--- src/rtl/core/ui2d_pkg.sv ---
// Shared types and constants for the 64-bit binary to decimal text converter.
package ui2d_pkg;

   localparam int VALUE_W    = 64;
   localparam int NUM_DIGITS = 20;
   localparam int BCD_W      = 4 * NUM_DIGITS;
   localparam int CHAR_W     = 6;
   localparam int CNT_W      = 6;

   localparam logic [CNT_W-1:0]  CONV_LAST  = CNT_W'(VALUE_W - 1);
   localparam logic [CNT_W-1:0]  EMIT_LAST  = CNT_W'(NUM_DIGITS - 1);
   localparam logic [CHAR_W-1:0] ASCII_ZERO = 6'd48;
   localparam logic [CHAR_W-1:0] ASCII_NINE = 6'd57;

   typedef enum logic [1:0] {
      ST_IDLE,
      ST_CONV,
      ST_EMIT
   } ui2d_state_type;

   // Control from the sequencer to the digit datapath.
   typedef struct packed {
      logic load;   // capture a new value, clear the digits
      logic conv;   // one shift-add-3 step
      logic emit;   // shift out the top digit
   } ui2d_ctrl_type;

   // Double-dabble correction on one BCD digit.
   function automatic logic [3:0] dabble_adj(input logic [3:0] nib);
      dabble_adj = (nib >= 4'd5) ? (nib + 4'd3) : nib;
   endfunction

endpackage

--- src/rtl/core/ui2d_dabble.sv ---
// Bit-serial binary to BCD datapath with digit shift-out.
module ui2d_dabble (
   input  logic                         clock,
   input  ui2d_pkg::ui2d_ctrl_type      ctrl,
   input  logic [ui2d_pkg::VALUE_W-1:0] value,
   output logic [3:0]                   top_digit
);
   import ui2d_pkg::*;

   logic [VALUE_W-1:0] bin_ff, bin_in;
   logic [BCD_W-1:0]   bcd_ff, bcd_in;
   logic [BCD_W-1:0]   bcd_adj;

   always_comb begin
      for (int i = 0; i < NUM_DIGITS; i++) begin
         bcd_adj[4*i +: 4] = dabble_adj(bcd_ff[4*i +: 4]);
      end
   end

   always_comb begin
      bin_in = bin_ff;
      bcd_in = bcd_ff;
      if (ctrl.load) begin
         bin_in = value;
         bcd_in = '0;
      end else if (ctrl.conv) begin
         bin_in = {bin_ff[VALUE_W-2:0], 1'b0};
         bcd_in = {bcd_adj[BCD_W-2:0], bin_ff[VALUE_W-1]};
      end else if (ctrl.emit) begin
         bcd_in = {bcd_ff[BCD_W-5:0], 4'd0};
      end
   end

   // Payload only, no reset.
   always_ff @(posedge clock) begin
      bin_ff <= bin_in;
      bcd_ff <= bcd_in;
   end

   assign top_digit = bcd_ff[BCD_W-1 -: 4];

endmodule

--- src/rtl/core/uint64_to_decimal_ascii_top.sv ---
// Top level: unsigned 64-bit value to decimal ASCII digits, most significant first.
//
//   channel   ports                               transfer condition
//   -------   ---------------------------------   -------------------------------
//   request   start, busy, req_value[63:0]        start high while busy low
//   response  rsp_strobe, rsp_digit_char[5:0],    rsp_strobe high, one cycle each,
//             rsp_last                            never held off
//
// Each transaction runs shift-add-3 on the value, one input bit per cycle through
// the BCD shift register, then 20 digit slots, one BCD digit shifted out per
// cycle; a new request is accepted only after the last slot.
// Leading-zero slots produce no strobe, so the digits of a value come in a
// contiguous burst ending on the final slot, which carries rsp_last.
// Synchronous active-high reset returns the sequencer to idle; the datapath
// registers are not reset. The receiver cannot stall, so there is no backpressure.
module uint64_to_decimal_ascii_top (
   input  logic                         clock,
   input  logic                         reset,
   input  logic                         start,
   output logic                         busy,
   input  logic [ui2d_pkg::VALUE_W-1:0] req_value,
   output logic                         rsp_strobe,
   output logic [ui2d_pkg::CHAR_W-1:0]  rsp_digit_char,
   output logic                         rsp_last
);
   import ui2d_pkg::*;

   ui2d_state_type   state_ff, state_in;
   logic [CNT_W-1:0] cnt_ff, cnt_in;
   logic             started_ff, started_in;   // first nonzero digit already sent
   ui2d_ctrl_type    ctrl;
   logic [3:0]       top_digit;
   logic             accept;
   logic             final_slot;

   assign accept     = start && (state_ff == ST_IDLE);
   assign final_slot = (cnt_ff == '0);

   // Next state.
   always_comb begin
      state_in = state_ff;
      case (state_ff)
         ST_IDLE: begin
            if (start) state_in = ST_CONV;
         end
         ST_CONV: begin
            if (final_slot) state_in = ST_EMIT;
         end
         ST_EMIT: begin
            if (final_slot) state_in = ST_IDLE;
         end
         default: state_in = ST_IDLE;
      endcase
   end

   // Datapath controls and handshake outputs.
   always_comb begin
      ctrl       = '0;
      busy       = 1'b1;
      rsp_strobe = 1'b0;
      rsp_last   = 1'b0;
      case (state_ff)
         ST_IDLE: begin
            busy      = 1'b0;
            ctrl.load = start;
         end
         ST_CONV: begin
            ctrl.conv = 1'b1;
         end
         ST_EMIT: begin
            ctrl.emit = 1'b1;
            // Suppress leading zeros; the last slot always goes out (value zero).
            rsp_strobe = started_ff || (top_digit != 4'd0) || final_slot;
            rsp_last   = final_slot;
         end
         default: begin
            busy = 1'b0;
         end
      endcase
   end

   assign rsp_digit_char = ASCII_ZERO + {2'b00, top_digit};

   // Slot counter: conversion bits, then digit positions.
   always_comb begin
      cnt_in     = cnt_ff;
      started_in = started_ff;
      if (accept) begin
         cnt_in     = CONV_LAST;
         started_in = 1'b0;
      end else if (state_ff == ST_CONV) begin
         cnt_in = final_slot ? EMIT_LAST : (cnt_ff - 1'b1);
      end else if (state_ff == ST_EMIT) begin
         cnt_in     = cnt_ff - 1'b1;
         started_in = started_ff || (top_digit != 4'd0);
      end
   end

   always_ff @(posedge clock) begin
      if (reset) begin
         state_ff   <= ST_IDLE;
         cnt_ff     <= '0;
         started_ff <= 1'b0;
      end else begin
         state_ff   <= state_in;
         cnt_ff     <= cnt_in;
         started_ff <= started_in;
      end
   end

   ui2d_dabble u_dabble (
      .clock     (clock),
      .ctrl      (ctrl),
      .value     (req_value),
      .top_digit (top_digit)
   );

endmodule

--- config.mk ---
export PLATFORM = sky130hd
export DESIGN_NAME = uint64_to_decimal_ascii_top
export DESIGN_NICKNAME = d
export VERILOG_FILES = /design/src/rtl/core/ui2d_pkg.sv /design/src/rtl/core/ui2d_dabble.sv /design/src/rtl/core/uint64_to_decimal_ascii_top.sv
export SDC_FILE = /design/constraint.sdc
export NUM_CORES = 1
export LEC_CHECK = 0
export BUFFER_PORTS_ARGS = -buffer_cell sky130_fd_sc_hd__buf_2
export CAP_MARGIN = 20
export CORE_ASPECT_RATIO = 1.4
export CORE_UTILIZATION = 35
export DETAILED_ROUTE_END_ITERATION = 10
export PLACE_DENSITY_LB_ADDON = 0.15
export SLEW_MARGIN = 5
export SYNTH_ARGS = -nofsm -noshare
export SYNTH_HDL_FRONTEND = slang
export SYNTH_SLANG_ARGS = --single-unit
--- constraint.sdc ---
create_clock -name clock -period 3.2 [get_ports clock]
set_clock_uncertainty 0.1 [all_clocks]
set_input_delay 0.16 -clock clock [delete_from_list [all_inputs] [get_ports clock]]
set_output_delay 0.16 -clock clock [all_outputs]
set_load 0.005 [all_outputs]
==> results of run 1 <==
kinds of logic after synthesis:
kind of cell / count (synthesis)
simple gates: 390
other cells: 1
buf+inv: 139
compound gates: 267
flops: 153
mux: 19
fa+ha+maj: 48
xor+xnor: 20
what timing repair did:
action                    4_1_cts  5_1_grt
hold endpoints to repair       71        0
buffers inserted                0        0
hold buffers                   65        0
area by class of cell:
class / instances / share of cell area (%)
clock buffer: 21 / 4.16
clock inverter: 11 / 1.44
inverter: 69 / 2.45
timing repair buffer: 150 / 11.3
multi-input combinational: 746 / 42.1
tap: 310 / 3.66
sequential: 153 / 35.0
layout by cell type, fill, tap and decap left out, types with 17 or more instances in the layout:
master	n
inv_1	68
buf_2	73
a22oi_1	19
o21a_1	17
ha_1	46
xnor2_1	20
a21oi_1	41
dlygate4sd3_1	65
o31ai_1	19
dfxtp_1	89
nand3_1	23
nand2b_1	38
o21ai_0	81
a31oi_1	35
nor2_1	51
edfxtp_1	64
nand2_1	239
clkbuf_16	17
per-stage QoR:
stage | instances | area (um^2) | power [uW] | hold slack [ns]
after floorplan | 1038 | 8710 | 6590 | 0.234
after global placement | 1363 | 9350 | 7630 | 0.323
after detailed placement | 1363 | 9350 | 7650 | 0.321
after CTS | 1460 | 10600 | 9840 | 0.0318
after global routing | 1460 | 10600 | 10500 | 0.0525
final | 1460 | 10600 | 9720 | 0.0486
metal layers:
| layer | track usage [%] | wire [um] | vias to the layer above |
|---|---|---|---|
| met5 | 0 | 0 | - |
| li1 | - | - | 3777 |
| met1 | 20.0 | 9760 | 3425 |
| met3 | 2.93 | 528 | 18 |
| met4 | 6.91 | 332 | 0 |
| met2 | 29.4 | 10100 | 102 |
state kept, by name (all words and copies together), names as in the netlist:
register,count
cnt_ff,6
started_ff,1
state_ff,2
u_dabble.bcd_ff,80
u_dabble.bin_ff,64
worst max path at each step:
stage / cells past startpoint / start / endpoint
floorplan: 6 / state_ff[1] / u_dabble.bin_ff[0]
global placement: 5 / state_ff[1] / u_dabble.bin_ff[49]
global route: 7 / state_ff[1] / u_dabble.bcd_ff[59]
detailed placement: 5 / state_ff[1] / u_dabble.bin_ff[49]
finish: 7 / state_ff[1] / u_dabble.bcd_ff[51]
CTS: 5 / state_ff[1] / u_dabble.bin_ff[46]
report_power, final:
group / total (uW) / internal [uW] / switching, uW / leakage [uW]
Clock: 2080 / 1290 / 793 / 0.000285
Sequential: 3520 / 3020 / 506 / 0.00137
Combinational: 4110 / 1620 / 2500 / 0.00253
Total: 9720 / 5920 / 3800 / 0.00419
==> impl_summary.txt, run 1 <==
----------------------------------------------------
[Global route]
  Final global-route overflow total ... 0
  Number of global-route vias before repair ... 7252
  Wire length of the first global-routing pass ... 34400 um
  Pin count of the biggest net entering global routing ... 72
  Initial antenna violation count ... 0
  All-layer global routing usage ... 16.8%

[Worst setup path]
  Register-to-register setup slack ... 0.90 ns
  Critical Path, Cell by Cell ... inv_1 > ha_4 > inv_2 > buf_12 > o31ai_1 > a22oi_1 > nor2_1
  Register-to-Register Path Depth ... 7
  Required time at the worst-slack endpoint ... 3.47 ns
  Slowest cell delay on critical path ... 0.53 ns
  Maximum fanout along the worst path ... 53
  Type of element capturing the critical path ... register
  Worst r2r dst ... u_dabble.bcd_ff[51]
  Number of buffer and inverter instances along the worst setup path ... 3
  Worst setup SP type ... register
  Origin of the critical flop-to-flop path ... state_ff[1]
  Crit path kind ... register to register
  Cell with the biggest individual delay on the critical path ... ha_4
  Critical path's top delay family ... buffers and inverters
  Critical Path AT ... 2.56 ns

[Cells and area]
  Layout overhead on the synthesized area ... 21.6%
  Total number of nets in the final design ... 1252
  Area of the multi-input gates ... 0.00445 mm^2
  Final Core Density ... 43.9%
  Fillcell total ... 2345
  Sequential cell area ... 0.00370 mm^2
  Inserted Diodes ... 0
  Fraction of layout cells with a size suffix above 1 ... 11.9%

[Place]
  Worst setup slack after placement ... 0.883 ns
  GPL Wtd Cong ... 0.759
  HPWL after detailed placement ... 13100 um
  Number of port buffers ... 73

[Die]
  Die Span Y ... 189 um
  I/O pins ... 76
  Effective utilization at floorplan ... 36.1%
  Placement row count ... 67
  Die extent in x ... 135 um
  Total Die Area ... 0.0255 mm^2
  Core area ... 0.0241 mm^2

[Clock tree]
  Clock root buffer ... clkbuf_16
  Number of gates given a new drive strength after cts ... 0
  Number of clock buffers inserted by TritonCTS ... 17
  Clock input transition at the sequential cells of the worst setup and hold paths ... 0.06 ns
  Worst-skew pair later-pin latency ... 0.43 ns
  Number of H-tree levels ... 4
  Clock tree from TritonCTS ... built
  Deepest clock path buffer count ... 2
  Number of sinks driven by the clock tree ... 153

[Synthesis]
  Post-Synthesis Mean Instance Area ... 8.40 um^2
  Dominant combinational cell family by area after synthesis ... compound AO/OA/AOI/OAI gates
  Yosys top cell area share ... 22.1%
  Most common cell in the netlist ... nand2_1
  Largest area contributor in the netlist ... edfxtp_1
  Synth async-reset ratio ... 0%
  Post-synthesis share of cell area spent on and, or, nand and nor gates ... 19.6%
  Count of yosys warnings during synthesis ... 0
  Share of cell area taken by muxes after synthesis ... 2.40%
  Seq/Total Area, Yosys ... 42.5%
  Xor and xnor fraction of the mapped netlist area ... 2.01%
  Top cells by count, synth ... nand2_1, dfxtp_1, o21ai_0, inv_1, edfxtp_1
  Synth Cell Area ... 0.00871 mm^2
  Number of distinct standard cells referenced by the synthesized netlist ... 47
  Compound-cell area share of the yosys netlist ... 19.7%
  Number of flops mapped to enable cells by yosys ... 64
  Number of register bits inferred by synthesis ... 153
  Largest cells by area after synthesis ... edfxtp_1, dfxtp_1, nand2_1, ha_1, o21ai_0
  Synthesized-area fraction occupied by adder cells ... 6.90%
  Synth Instances ... 1037
  Main flop type after synthesis ... dfxtp_1

[Routing]
  Routed WL per cell ... 14.2 um
  ANT nets after route ... 0
  Via density per instance ... 5.02
  Detailed-route DRC error count ... 0
  Number of DRC markers after the initial detailed-route iteration ... 423
  Drt pass-1 iters ... 5
  Total vias in the final route ... 7322
  Total Routed Length ... 20700 um

[Pwr]
  Worst-case vdd ir drop ... 0.408 mV
  PD cells ... 918 mW/mm^2
  Cell leakage power ... 0.00419 uW

[Timing]
  Final number of max-transition violations ... 0
  Measured slew at the worst slew-check pin ... 0.551 ns
  Slew headroom ... 63.2%
  Number of setup violations in the final report ... 0
  Portion of the clock cycle consumed by the worst path in the final layout ... 71.8%
  Final hold vios ... 0
  Highest clock rate ... 435 MHz
  RSZ-0062 raised after global routing ... no
  Setup total negative slack ... 0 ns
  Final worst slack ... 0.904 ns
  Period minus WS final ... 2.30 ns

[Status]
  Result of the run ... completed

[Worst hold path]
  Hold EP ... u_dabble.bin_ff[0]
  Hold Path Cell Cnt ... 2
  Hold Crit Class ... primary input to register
  Startpoint of the worst hold path ... start

[Run]
  Number of max-capacitance violations reported ... 0

----------------------------------------------------
No activity file was read; power rests on OpenSTA's default activity.
==> inputs of run 2 (changes only) <==
clock period = 1.9 ns   (was 3.2 ns; I/O delays follow)
==> run 2 against run 1 <==
Compared with the run above: clock-buffer cell count fell by 4; global-route usage increased by 0.21 points; largest cell class unchanged; design area grew 3.9%; utilization up 1.7 points.
==> impl_summary.txt, run 2 (synthesis results as in run 1) <==
----------------------------------------------------
[Pwr]
  Switch share ... 38.8%
  Worst-case vdd ir drop ... 0.724 mV
  Combinational group share of total power ... 45.2%
  Clock network fraction of total power ... 20.5%
  PD cells ... 1550 mW/mm^2
  Internal power ... 10400 uW
  Sequential share of power ... 34.4%
  Cell leakage power ... 0.00440 uW
  Switching power ... 6630 uW

[Status]
  Result of the run ... completed

[Worst setup path]
  Type of element capturing the critical path ... output pin
  Critical Path AT ... 1.64 ns
  Critical Path, Cell by Cell ... inv_1 > ha_2 > and3_1 > o31a_1 > buf_2
  Required time at the worst-slack endpoint ... 1.70 ns
  Crit path kind ... register to output pin
  Maximum fanout along the worst path ... 5
  Slowest cell delay on critical path ... 0.37 ns
  Critical path's top delay family ... flip-flops
  Number of buffer and inverter instances along the worst setup path ... 2
  Worst setup SP type ... register
  Cell with the biggest individual delay on the critical path ... dfxtp_4

[Cells and area]
  Fraction of layout cells with a size suffix above 1 ... 15.2%
  Total number of nets in the final design ... 1287
  Layout overhead on the synthesized area ... 26.4%
  Non-Filler Cell Area, Final ... 0.0110 mm^2
  Flip-flop count of the largest register after layout ... 80
  Most frequent standard cell in the layout excluding fill and tap cells ... nand2_1
  Largest register by flop count ... u_dabble.bcd_ff
  Fillcell total ... 2327
  Final Core Density ... 45.6%
  Leading registers by flop count ... u_dabble.bcd_ff (80), u_dabble.bin_ff (64), cnt_ff (6)
  Inserted Diodes ... 0
  Commonest cells after routing, fill and taps aside ... nand2_1, dfxtp_1, o21ai_0

[Timing]
  Final hold vios ... 0
  Number of setup violations in the final report ... 0
  Final worst slack ... 0.0670 ns
  Period minus WS final ... 1.83 ns
  Highest clock rate ... 546 MHz
  Final number of max-transition violations ... 0
  Hold WS ... 0.365 ns
  Portion of the clock cycle consumed by the worst path in the final layout ... 96.5%

[Place]
  Worst setup slack after placement ... 0.163 ns
  GPL Wtd Cong ... 0.791
  HPWL after detailed placement ... 13900 um
  Dpl cell area ... 0.00974 mm^2
  Number of port buffers ... 73

[Run]
  Number of max-capacitance violations reported ... 0

[Clock tree]
  Clock input transition at the sequential cells of the worst setup and hold paths ... 0.06 ns
  Clock tree from TritonCTS ... built
  Number of sinks driven by the clock tree ... 153
  Number of H-tree levels ... 4
  Number of setup buffers added after CTS ... 0
  Clock root buffer ... clkbuf_16
  Deepest clock path buffer count ... 2
  Number of clock buffers inserted by TritonCTS ... 17
  Worst-skew pair later-pin latency ... 0.43 ns

[Routing]
  Total vias in the final route ... 7560
  Detailed-route DRC error count ... 0
  ANT nets after route ... 0
  Number of DRC markers after the initial detailed-route iteration ... 440
  Total Routed Length ... 20900 um
  Drt pass-1 iters ... 7
  Routed WL per cell ... 14.0 um
  Via density per instance ... 5.06

[Die]
  Total Die Area ... 0.0255 mm^2
  Die Span Y ... 189 um
  Placement row count ... 67
  I/O pins ... 76
  Effective utilization at floorplan ... 36.1%
  Die extent in x ... 135 um
  Core area ... 0.0241 mm^2

[Global route]
  Final global-route overflow total ... 0
  Pin count of the biggest net entering global routing ... 40
  Number of global-route vias before repair ... 7534
  Initial antenna violation count ... 0
  Wire length of the first global-routing pass ... 34900 um
  All-layer global routing usage ... 17.0%

[Worst hold path]
  Hold Crit Class ... primary input to register

----------------------------------------------------
-- run 2: what timing repair did --
| item | CTS | global route |
|---|---|---|
| pin swaps | 0 | 0 |
| endpoints found under the setup margin | 1 | 1 |
| hold endpoints to repair | 73 | 0 |
| hold buffers | 66 | 0 |
| resized for setup | 2 | 2 |
-- run 2: worst paths after layout --
kind	slack, ns	cells past startpoint	startpoint	end
worst max-delay path	0.07	5	cnt_ff[0]	rsp_strobe
worst min-delay path	0.36	4	req_value[10]	u_dabble.bin_ff[10]
worst max register to register	0.14	6	u_dabble.bcd_ff[61]	u_dabble.bcd_ff[62]
worst min register to register	0.38	1	cnt_ff[0]	cnt_ff[0]
-- run 2: area by class of cell --
cell class,instances,area (um^2),area share (%)
multi-input combinational,746,4470,40.6
sequential,153,3710,33.7
timing repair buffer,185,1580,14.4
clock buffer,17,425,3.86
tap,310,388,3.52
inverter,69,259,2.35
clock inverter,15,174,1.58
-- run 2: power groups by stage --
stage               Clock (uW)  Combinational [uW]  Sequential (uW)
global route              3710                8730             6040
global placement             0                7640             5900
finish                    3490                7710             5870
detailed placement           0                7660             5920
CTS                       3610                7810             5860
floorplan                    0                5380             5720
-- run 2: per-stage QoR --
stage | TNS (ns) | instances | power [uW]
floorplan | 0 | 1038 | 11100
global placement | 0 | 1397 | 13500
global route | -0.0133 | 1495 | 18500
finish | 0 | 1495 | 17100
detailed placement | 0 | 1397 | 13600
CTS | 0 | 1495 | 17300
-- run 2: worst min-delay path, delay by kind of cell --
family	cells	cell delay (ns)
simple gates	2	0.08
buf+inv	2	0.62
-- run 2: metal layers --
metal	vias up	track usage [%]	share of wire (%)
li1	3853	-	-
met1	3545	19.8	46
met2	135	30.3	49
met3	27	3.47	3.6
met4	0	6.18	1.7
met5	-	0	0
